[src/hw/rtl/prf_pkg.sv]
`default_nettype none

package prf_pkg;

    // recency ranks saturate at this value
    localparam int RANK_W = 3;
    localparam logic [RANK_W-1:0] RANK_MAX = 3'd7;

    // fault counter width and saturation value
    localparam int COUNT_W = 16;
    localparam logic [COUNT_W-1:0] COUNT_MAX = 16'hFFFF;

    // configuration register map
    localparam int CFG_IDX_W = 2;
    localparam int CFG_DATA_W = 4;
    localparam logic [CFG_IDX_W-1:0] CFG_POLICY = 2'd0;
    localparam logic [CFG_IDX_W-1:0] CFG_FRAMES = 2'd1;

    // replacement policy codes
    localparam logic POLICY_FIFO = 1'b0;
    localparam logic POLICY_LRU  = 1'b1;

    // reset value of the frame count
    localparam logic [CFG_DATA_W-1:0] FRAMES_RESET = 4'd3;

    // fixed port widths
    localparam int PAGE_PORT_W  = 4;
    localparam int FRAME_PORT_W = 3;

endpackage

`default_nettype wire

[src/hw/rtl/page_replacement_fifo_lru.sv]
// page_replacement_fifo_lru: fifo / lru page replacement over a small frame set
// an accepted input beat is captured in the input register; its result is then loaded into the result register
// throughput: one page reference per cycle unless out_ready stalls the result register; the
//   combinational frame compare and state update between the input register and the result register sets this
// reset (rst_n, async, active low): all frames empty, ranks, fifo pointer and
//   fault count cleared, policy fifo, three frames in use
`default_nettype none

module page_replacement_fifo_lru
    import prf_pkg::*;
#(
    parameter int MAX_FRAMES = 8,
    parameter int PAGE_COUNT = 16
)
(
    input  wire logic                     clk,
    input  wire logic                     rst_n,

    // configuration write port
    input  wire logic                     cfg_we,
    input  wire logic [CFG_IDX_W-1:0]     cfg_index,
    input  wire logic [CFG_DATA_W-1:0]    cfg_data,

    // page reference channel
    input  wire logic                     in_valid,
    output logic                          in_ready,
    input  wire logic [PAGE_PORT_W-1:0]   page,

    // result channel
    output logic                          out_valid,
    input  wire logic                     out_ready,
    output logic                          fault,
    output logic [FRAME_PORT_W-1:0]       frame_used,
    output logic                          evicted_valid,
    output logic [PAGE_PORT_W-1:0]        evicted_page,
    output logic [COUNT_W-1:0]            fault_total
);

    // frame index width, at least one bit even for a single frame
    localparam int FW = (MAX_FRAMES > 1) ? $clog2(MAX_FRAMES) : 1;
    // stored page width: pages are reduced modulo PAGE_COUNT but never exceed the port
    localparam int PAGE_W = (PAGE_COUNT >= 16) ? PAGE_PORT_W : $clog2(PAGE_COUNT);
    localparam logic [8:0] PAGE_MOD = 9'(PAGE_COUNT);
    localparam logic [4:0] FRAMES_MAX = 5'(MAX_FRAMES);

    // ------------------------------------------------------------------
    // configuration registers
    // ------------------------------------------------------------------
    logic                  policy_reg;
    logic [CFG_DATA_W-1:0] frames_reg;

    always_ff @(posedge clk or negedge rst_n)
    begin
        if (!rst_n)
        begin
            policy_reg <= POLICY_FIFO;
            frames_reg <= FRAMES_RESET;
        end
        else if (cfg_we)
        begin
            unique case (cfg_index)
                CFG_POLICY: policy_reg <= cfg_data[0];
                CFG_FRAMES: frames_reg <= cfg_data;
                default:    ; // unmapped index, write dropped
            endcase
        end
    end

    // effective frame count, clamped to 1..MAX_FRAMES
    logic [4:0] n_eff;

    always_comb
    begin
        if (frames_reg == '0)
            n_eff = 5'd1;
        else if ({1'b0, frames_reg} > FRAMES_MAX)
            n_eff = FRAMES_MAX;
        else
            n_eff = {1'b0, frames_reg};
    end

    // ------------------------------------------------------------------
    // input stage: page reduced modulo PAGE_COUNT on capture
    // ------------------------------------------------------------------
    logic              s1_valid_reg;
    logic              s1_valid_next;
    logic [PAGE_W-1:0] s1_page_reg;
    logic [PAGE_W-1:0] page_mod;
    logic [8:0]        page_rem;
    logic              advance;

    // repeated subtract; 15 / 2 needs at most seven steps
    always_comb
    begin
        page_rem = {5'b0, page};
        for (int k = 0; k < 8; k++)
        begin
            if (page_rem >= PAGE_MOD)
                page_rem = page_rem - PAGE_MOD;
        end
        page_mod = page_rem[PAGE_W-1:0];
    end

    logic out_valid_reg;
    logic out_valid_next;

    // the work stage moves when the result register is free or being drained
    assign advance  = s1_valid_reg && (!out_valid_reg || out_ready);
    assign in_ready = !s1_valid_reg || advance;

    always_comb
    begin
        if (in_valid && in_ready)
            s1_valid_next = 1'b1;
        else if (advance)
            s1_valid_next = 1'b0;
        else
            s1_valid_next = s1_valid_reg;

        if (advance)
            out_valid_next = 1'b1;
        else if (out_ready)
            out_valid_next = 1'b0;
        else
            out_valid_next = out_valid_reg;
    end

    always_ff @(posedge clk)
    begin
        if (in_valid && in_ready)
            s1_page_reg <= page_mod;
    end

    // ------------------------------------------------------------------
    // frame state
    // ------------------------------------------------------------------
    logic [PAGE_W-1:0]      frame_page_reg  [MAX_FRAMES];
    logic [PAGE_W-1:0]      frame_page_next [MAX_FRAMES];
    logic [MAX_FRAMES-1:0]  frame_valid_reg;
    logic [MAX_FRAMES-1:0]  frame_valid_next;
    logic [RANK_W-1:0]      rank_reg  [MAX_FRAMES];
    logic [RANK_W-1:0]      rank_next [MAX_FRAMES];
    logic [FW-1:0]          fifo_ptr_reg;
    logic [FW-1:0]          fifo_ptr_next;
    logic [COUNT_W-1:0]     fault_cnt_reg;
    logic [COUNT_W-1:0]     fault_cnt_next;

    // ------------------------------------------------------------------
    // lookup: hit, first empty frame, fifo victim and lru victim
    // ------------------------------------------------------------------
    logic [MAX_FRAMES-1:0]  active;
    logic [MAX_FRAMES-1:0]  lru_win;
    logic                   hit;
    logic [FW-1:0]          hit_idx;
    logic                   has_empty;
    logic [FW-1:0]          empty_idx;
    logic [FW-1:0]          fifo_idx;
    logic [FW-1:0]          lru_idx;
    logic                   lru_found;
    logic [4:0]             fifo_inc;

    always_comb
    begin
        hit       = 1'b0;
        hit_idx   = '0;
        has_empty = 1'b0;
        empty_idx = '0;
        for (int g = 0; g < MAX_FRAMES; g++)
        begin
            active[g] = (5'(g) < n_eff);
            if (active[g] && frame_valid_reg[g] && frame_page_reg[g] == s1_page_reg && !hit)
            begin
                hit     = 1'b1;
                hit_idx = FW'(g);
            end
            if (active[g] && !frame_valid_reg[g] && !has_empty)
            begin
                has_empty = 1'b1;
                empty_idx = FW'(g);
            end
        end
    end

    // lru: a frame wins if it beats every lower frame and ties or beats every higher one,
    // so the first frame holding the largest rank wins
    always_comb
    begin
        for (int f = 0; f < MAX_FRAMES; f++)
        begin
            lru_win[f] = active[f];
            for (int g = 0; g < MAX_FRAMES; g++)
            begin
                if (active[g] && g < f && !(rank_reg[g] < rank_reg[f]))
                    lru_win[f] = 1'b0;
                if (active[g] && g > f && !(rank_reg[g] <= rank_reg[f]))
                    lru_win[f] = 1'b0;
            end
        end
        lru_found = 1'b0;
        lru_idx   = '0;
        for (int f = 0; f < MAX_FRAMES; f++)
        begin
            if (lru_win[f] && !lru_found)
            begin
                lru_found = 1'b1;
                lru_idx   = FW'(f);
            end
        end
    end

    // fifo: a stale pointer beyond the frame count restarts at frame 0
    always_comb
    begin
        fifo_idx = (5'(fifo_ptr_reg) < n_eff) ? fifo_ptr_reg : '0;
        fifo_inc = 5'(fifo_idx) + 5'd1;
    end

    // ------------------------------------------------------------------
    // decision and state update
    // ------------------------------------------------------------------
    logic              filled;
    logic              evicting;
    logic [FW-1:0]     used;
    logic [RANK_W-1:0] rank_used;
    logic [PAGE_W-1:0] ev_page;
    logic [4:0]        used_wide;

    always_comb
    begin
        filled   = 1'b0;
        evicting = 1'b0;
        priority if (hit)
            used = hit_idx;
        else if (has_empty)
        begin
            used   = empty_idx;
            filled = 1'b1;
        end
        else if (policy_reg == POLICY_FIFO)
        begin
            used     = fifo_idx;
            evicting = 1'b1;
        end
        else
        begin
            used     = lru_idx;
            evicting = 1'b1;
        end

        rank_used = rank_reg[used];
        ev_page   = evicting ? frame_page_reg[used] : '0;
        used_wide = 5'(used);
    end

    always_comb
    begin
        frame_valid_next = frame_valid_reg;
        fifo_ptr_next    = fifo_ptr_reg;
        fault_cnt_next   = fault_cnt_reg;
        for (int g = 0; g < MAX_FRAMES; g++)
        begin
            frame_page_next[g] = frame_page_reg[g];
            rank_next[g]       = rank_reg[g];
        end

        if (advance)
        begin
            if (!hit)
            begin
                frame_page_next[used] = s1_page_reg;
                frame_valid_next[used] = 1'b1;
                if (fault_cnt_reg != COUNT_MAX)
                    fault_cnt_next = fault_cnt_reg + 1'b1;
            end
            if (evicting && policy_reg == POLICY_FIFO)
                fifo_ptr_next = (fifo_inc < n_eff) ? FW'(fifo_inc) : '0;

            // touched frame goes to rank 0; valid frames ranked below it age by one, all valid frames on a fill
            for (int g = 0; g < MAX_FRAMES; g++)
            begin
                if (FW'(g) == used)
                    rank_next[g] = '0;
                else if (active[g] && frame_valid_reg[g]
                         && (filled || rank_reg[g] < rank_used)
                         && rank_reg[g] != RANK_MAX)
                    rank_next[g] = rank_reg[g] + 1'b1;
            end
        end
    end

    always_ff @(posedge clk or negedge rst_n)
    begin
        if (!rst_n)
        begin
            s1_valid_reg    <= 1'b0;
            out_valid_reg   <= 1'b0;
            frame_valid_reg <= '0;
            fifo_ptr_reg    <= '0;
            fault_cnt_reg   <= '0;
            for (int g = 0; g < MAX_FRAMES; g++)
            begin
                frame_page_reg[g] <= '0;
                rank_reg[g]       <= '0;
            end
        end
        else
        begin
            s1_valid_reg    <= s1_valid_next;
            out_valid_reg   <= out_valid_next;
            frame_valid_reg <= frame_valid_next;
            fifo_ptr_reg    <= fifo_ptr_next;
            fault_cnt_reg   <= fault_cnt_next;
            for (int g = 0; g < MAX_FRAMES; g++)
            begin
                frame_page_reg[g] <= frame_page_next[g];
                rank_reg[g]       <= rank_next[g];
            end
        end
    end

    // ------------------------------------------------------------------
    // result register
    // ------------------------------------------------------------------
    logic                    fault_reg;
    logic [FRAME_PORT_W-1:0] frame_used_reg;
    logic                    ev_valid_reg;
    logic [PAGE_PORT_W-1:0]  ev_page_reg;

    always_ff @(posedge clk)
    begin
        if (advance)
        begin
            fault_reg      <= !hit;
            frame_used_reg <= used_wide[FRAME_PORT_W-1:0];
            ev_valid_reg   <= evicting;
            ev_page_reg    <= PAGE_PORT_W'(ev_page);
        end
    end

    assign out_valid     = out_valid_reg;
    assign fault         = fault_reg;
    assign frame_used    = frame_used_reg;
    assign evicted_valid = ev_valid_reg;
    assign evicted_page  = ev_page_reg;
    // the count only moves when a result is loaded, so it always matches the held beat
    assign fault_total   = fault_cnt_reg;

endmodule

`default_nettype wire

[config.mk]
export PLATFORM = sky130hd
export DESIGN_NAME = page_replacement_fifo_lru
export DESIGN_NICKNAME = d
export VERILOG_FILES = /design/src/hw/rtl/prf_pkg.sv /design/src/hw/rtl/page_replacement_fifo_lru.sv
export SDC_FILE = /design/constraint.sdc
export NUM_CORES = 1
export LEC_CHECK = 0
export BUFFER_PORTS_ARGS = -buffer_cell sky130_fd_sc_hd__buf_2
export CAP_MARGIN = 20
export CORE_MARGIN = 2
export CORE_UTILIZATION = 45
export DETAILED_ROUTE_END_ITERATION = 10
export GPL_TIMING_DRIVEN = 0
export PLACE_DENSITY = 0.68
export SYNTH_ARGS = -nofsm -noshare
export SYNTH_HDL_FRONTEND = slang
export SYNTH_SLANG_ARGS = --single-unit
export TNS_END_PERCENT = 1
[constraint.sdc]
create_clock -name clk -period 14.7 [get_ports clk]
set_clock_uncertainty 0.15 [all_clocks]
set_input_delay 2.205 -clock clk [delete_from_list [all_inputs] [get_ports clk]]
set_output_delay 2.205 -clock clk [all_outputs]
set_load 0.01 [all_outputs]
# Word-level counts from Yosys, hierarchy flattened
# Cells that the tools add are included.
# word_totals
register_bits	103
out_inout_bits	27
elab_cells	534
# classes
add_sub_neg	10
order_cmp	79
n_eq_ne	25
mux	142
n_bitwise	4
n_reduce_logical	246
# op_table
operator	count
2-to-1 mux 3 bit	41
logical AND 1 bit	122
less-than comparator 3 bit	36
2-to-1 mux 1 bit	91
zero test 1 bit	88
<= comparator 3 bit	28
bitwise mux 32 bit	1
== test 4 bit	8
adder 3 x 1 -> 3 bit (second input constant)	8
inequality test 3 bit (second input constant)	8
AND reduction 2 bit	12
less-than comparator 3 x 5 -> 1 bit (first input constant)	4
nonzero test 2 bit	10
adder 16 x 1 -> 16 bit (second input constant)	1
2-to-1 mux 4 bit	4
inequality test 16 bit (second input constant)	1
binary-select mux 4 bit (select 3 bit)	1
demux 4 bit (select 3 bit)	1
== test 3 bit (first input constant)	4
logical OR 1 bit	10
less-than comparator 1 x 5 -> 1 bit (first input constant)	2
less-than comparator 2 x 5 -> 1 bit (first input constant)	2
binary-select mux 3 bit (select 3 bit)	1
bitwise OR 8 bit	1
19 further kinds	21

# Depth between registers and ports, before layout
# logic_depth
word_depth	47
ltp_mapped	24
mapped_depth_nobuf	22

# Worst setup path after synthesis
# No wires, ideal clock.
# synth_timing
kind	reg2reg
startpoint	reg rank_reg[16] in the netlist's numbering
endpoint	reg rank_reg[13] in the netlist's numbering
arrival_ps	4987
required_time_ps	14459
slack_ps	9472
stages_incl_launch_ff	22
cell_sequence	dfrtp_1 -> inv_1 -> ha_1 -> nor2b_1 -> o21ai_0 -> o211ai_1 -> or4_4 -> o21ba_1 -> nor4bb_4 -> o311ai_4 -> buf_2 -> buf_1 -> nor2_1 -> a211oi_1 -> a21oi_1 -> ha_1 -> a211o_1 -> or3_1 -> nor3_1 -> nor3_2 -> or3b_1 -> o221ai_1
# synth_between
elab_chain_cells	44
# synth_lines
item	line_no	rtl
start, declared	page_replacement_fifo_lru.sv:141	logic [RANK_W-1:0] rank_reg [MAX_FRAMES];
start signal, assigned by index	page_replacement_fifo_lru.sv:316	rank_reg[g] <= rank_next[g];
<= comparator 3 bit	page_replacement_fifo_lru.sv:195	if (active[g] && g > f && !(rank_reg[g] <= rank_reg[f]))
zero test 1 bit	page_replacement_fifo_lru.sv:195	
logical AND 1 bit	page_replacement_fifo_lru.sv:195	
2-to-1 mux 1 bit (6 in series)	page_replacement_fifo_lru.sv:195	
2-to-1 mux 1 bit	page_replacement_fifo_lru.sv:203	if (lru_win[f] && !lru_found)
zero test 1 bit	page_replacement_fifo_lru.sv:203	
logical AND 1 bit	page_replacement_fifo_lru.sv:203	
2-to-1 mux 1 bit	page_replacement_fifo_lru.sv:203	
[... 22 more ...]	--	
binary-select mux 3 bit (select 3 bit)	page_replacement_fifo_lru.sv:250	rank_used = rank_reg[used];
2-to-1 mux 3 bit (not written as such) (2 in series)	page_replacement_fifo_lru.sv:250	
less-than comparator 3 bit	page_replacement_fifo_lru.sv:284	&& (filled || rank_reg[g] < rank_used)
logical OR 1 bit	page_replacement_fifo_lru.sv:284	
logical AND 1 bit	page_replacement_fifo_lru.sv:284	
logical AND 1 bit	page_replacement_fifo_lru.sv:285	&& rank_reg[g] != RANK_MAX)
nonzero test 2 bit (no line)	--	
AND reduction 2 bit (no line)	--	
# Several ways; a longest one is shown, not always the timed one. The select of a mux whose other input is x is not followed.
# A chain may end at the register's enable or synchronous reset.

# Worst setup path in the final report
# layout_timing
startpoint	reg rank_reg[8] in the netlist's numbering
endpoint	reg rank_reg[13] in the netlist's numbering
# layout_between
elab_chain_cells	41
# layout_lines
item	line_no
<= comparator 3 bit	page_replacement_fifo_lru.sv:195
zero test 1 bit	page_replacement_fifo_lru.sv:195
logical AND 1 bit	page_replacement_fifo_lru.sv:195
2-to-1 mux 1 bit (3 in series)	page_replacement_fifo_lru.sv:195
2-to-1 mux 1 bit	page_replacement_fifo_lru.sv:203
zero test 1 bit	page_replacement_fifo_lru.sv:203
logical AND 1 bit	page_replacement_fifo_lru.sv:203
2-to-1 mux 1 bit	page_replacement_fifo_lru.sv:203
[... 22 more ...]	--
binary-select mux 3 bit (select 3 bit)	page_replacement_fifo_lru.sv:250
2-to-1 mux 3 bit (not written as such) (2 in series)	page_replacement_fifo_lru.sv:250
less-than comparator 3 bit	page_replacement_fifo_lru.sv:284
logical OR 1 bit	page_replacement_fifo_lru.sv:284
logical AND 1 bit	page_replacement_fifo_lru.sv:284
logical AND 1 bit	page_replacement_fifo_lru.sv:285
nonzero test 2 bit (no line)	--
AND reduction 2 bit (no line)	--
# Several ways; a longest one is shown, not always the timed one. The select of a mux whose other input is x is not followed.

==> impl_metrics.env <==
export IMPL_status="finished, final reports clean"
export IMPL_tightest_slew_ns=1.05
export IMPL_hold_viol=0
export IMPL_num_antenna_cells=0
export IMPL_root_buffer="clkbuf_16"
export IMPL_worstPathArrival_ns=6.76
export IMPL_netlist_area_um2=8700
export IMPL_r2r_end="rank_reg[13]"
export IMPL_drv_slew=0
export IMPL_dpl_cell_count=1262
export IMPL_netlist_cell_type_count=87
export IMPL_syn2layout_area_growth_pct=9.91
export IMPL_dieWidth_um=143
export IMPL_routabilityCongestion=0.968
export IMPL_clock_latency_ns=0.36
export IMPL_period_needed_ns=6.64
export IMPL_wire_per_inst_um=20.0
export IMPL_via_per_inst=6.05
export IMPL_core_um2=18800
export IMPL_cts_buffers_inserted=9
export IMPL_worst_ep_required_time_ns=14.81
export IMPL_grt_pass1_wl_mm=40.8
export IMPL_cts_setup_buffers=0
export IMPL_fp_row_count=50
export IMPL_num_nets_final=1143
export IMPL_rsz0062_at_grt="false"
export IMPL_fmax_mhz=151
export IMPL_relSlewSlack_pct=29.9
export IMPL_ys_ff_latch=103
export IMPL_finish_instance_area_um2=9560
export IMPL_endpoint_kind="flip-flop"
export IMPL_vias=7730
export IMPL_cts_tree="built"
export IMPL_h_tree_depth=3
export IMPL_cp_max_fo=10
export IMPL_wl_mm=25.5
export IMPL_cts_resized=0
export IMPL_post_route_period_util_pct=45.2
export IMPL_worstRegToRegCells=21
export IMPL_cts_sinks=103
export IMPL_critPathKind="flip-flop to flip-flop"
export IMPL_cts_hold_buffers=0
export IMPL_final_cells=1278
export IMPL_whs_ns=0.349
export IMPL_placedInstanceArea_um2=9260
export IMPL_cp_endpoint="rank_reg[13]"
export IMPL_grt_use_total_pct=25.9
export IMPL_grt_pass1_vias=7493
export IMPL_drive_gt1_share_pct=14.1
export IMPL_worstSetupStartpointType="flip-flop"
export IMPL_dp_hpwl_mm=19.5
export IMPL_fillers=1768
export IMPL_cts_max_path_buffers=2
export IMPL_grt_overflow_total=0
export IMPL_path_clk_slew_ns=0.08
export IMPL_drv_cap=0
export IMPL_seq_area_frac_synth_pct=30.4
export IMPL_synth_cells=960
export IMPL_rrSetupSlack_ns=8.06
export IMPL_mostFrequentLayoutCell="nand2_1"
export IMPL_antenna_left=0
export IMPL_drc=0
export IMPL_ios=42
export IMPL_die_h_um=143
export IMPL_port_buffer_count=41
export IMPL_yosys_warnings=0
export IMPL_final_cell_mix="nand2_1, ha_1, dfrtp_1"
export IMPL_cp_startpoint="rank_reg[8]"
export IMPL_firstDrtPassIters=8
export IMPL_setup_viol=0
export IMPL_grt_max_degree=56
export IMPL_largest_register_ffs=32
export IMPL_multi_input_area_um2=5710
export IMPL_seqCellArea_um2=2650
export IMPL_antenna_found_initial=0
export IMPL_synth_edf_count=13
export IMPL_syn_num_nets=1090
export IMPL_start_util_pct=46.2
export IMPL_die_area_um2=20500
export IMPL_worstReg2RegStart="rank_reg[8]"
export IMPL_syn_avg_cell_area_um2=9.06
export IMPL_synth_ff_type="dfrtp_1"
export IMPL_hold_class="flip-flop to flip-flop"
export IMPL_drtIter0Drc=628
export IMPL_synthArstFlopShare_pct=87.4
export IMPL_tns_ns=0
-- cells in the mapped netlist (6+ instances only) --
library cell / instances / area (um2)
a211oi_1: 12 / 90.1
nor4_1: 6 / 37.5
dfrtp_1: 88 / 2200
xor2_1: 11 / 96.3
and3_1: 11 / 68.8
ha_1: 115 / 1440
or2_2: 8 / 50.1
xnor2_1: 33 / 289
o22ai_1: 8 / 50.1
inv_1: 44 / 165
o21a_1: 6 / 45.0
mux2i_1: 12 / 120
mux2_2: 30 / 338
a21oi_1: 54 / 270
buf_2: 15 / 75.1
a21o_1: 7 / 52.6
edfxtp_1: 13 / 390
o2111ai_1: 7 / 61.3
nor2_1: 42 / 158
o21ai_0: 46 / 230
nand3_1: 41 / 205
and2_1: 6 / 37.5
nand2_1: 122 / 458
o211ai_1: 7 / 52.6
a31oi_1: 10 / 62.6
clkbuf_1: 8 / 30.0
nand2b_1: 10 / 62.6
nand3b_1: 20 / 150
nand4_1: 19 / 119
nor3_1: 18 / 90.1
nor2b_1: 11 / 68.8
-- worst min-delay path by stage --
stage,slack (ns),cells past startpoint,from,to
floorplan,0.30,2,frame_page_reg[31],frame_page_reg[31]
global placement,0.32,2,frame_page_reg[31],frame_page_reg[31]
detailed placement,0.34,1,fault_total[15],fault_total[15]
CTS,0.35,1,fault_total[15],fault_total[15]
global route,0.38,1,fault_total[15],fault_total[15]
finish,0.35,1,fault_total[15],fault_total[15]
-- cells by family after synthesis --
| kind of cell | synth area share [%] |
|---|---|
| adder cells (fa/ha/maj) | 16.5 |
| AND/OR/NAND/NOR | 21.2 |
| flip-flops | 30.4 |
| XOR/XNOR | 4.43 |
| AO/OA/AOI/OAI | 18.2 |
| buffers and inverters | 4.03 |
| multiplexers | 5.26 |
-- metrics by stage --
step,setup slack [ns],util [%]
floorplan,9.47,-
global placement,8.18,49.0
detailed placement,8.16,49.2
CTS,8.12,50.8
global route,7.58,50.8
finish,8.06,50.8
-- critical path, stage by stage, from the launching register on --
cell and delay [ns]:
dfrtp_1 0.48, inv_1 0.34, ha_1 0.33, a21oi_1 0.14, o21ai_0 0.18, a2111oi_1 0.51
nor4bb_1 0.28, a211oi_1 0.14, o21a_1 0.22, o21ai_2 0.21, clkbuf_1 0.45, clkbuf_1 0.55
o21ai_0 0.16, a222oi_1 0.29, a21oi_1 0.33, ha_1 0.31, a211o_1 0.30, or3_1 0.32
nor3_1 0.18, nor3_2 0.11, or3b_1 0.39, o221ai_1 0.17
-- area by class of cell --
type / instances / area share, %
Inverter: 49 / 1.98
Timing Repair Buffer: 42 / 2.46
Clock buffer: 9 / 2.36
Sequential cell: 103 / 27.7
Clock inverter: 7 / 0.798
Buffer: 30 / 1.69
Multi-Input combinational cell: 778 / 59.7
Tap cell: 260 / 3.40
-- per-layer routing --
metal	track usage, %	share of wire [%]	wire length (um)	vias to the layer above
li1	-	-	-	3685
met1	34.7	43	11000	3650
met2	41.0	44	11300	340
met3	5.80	9.0	2300	55
met4	9.33	3.2	818	0
met5	0	0	0	-
Power is not shown: default switching activity piles up to over one toggle a cycle in this logic, so the estimate is an artifact.
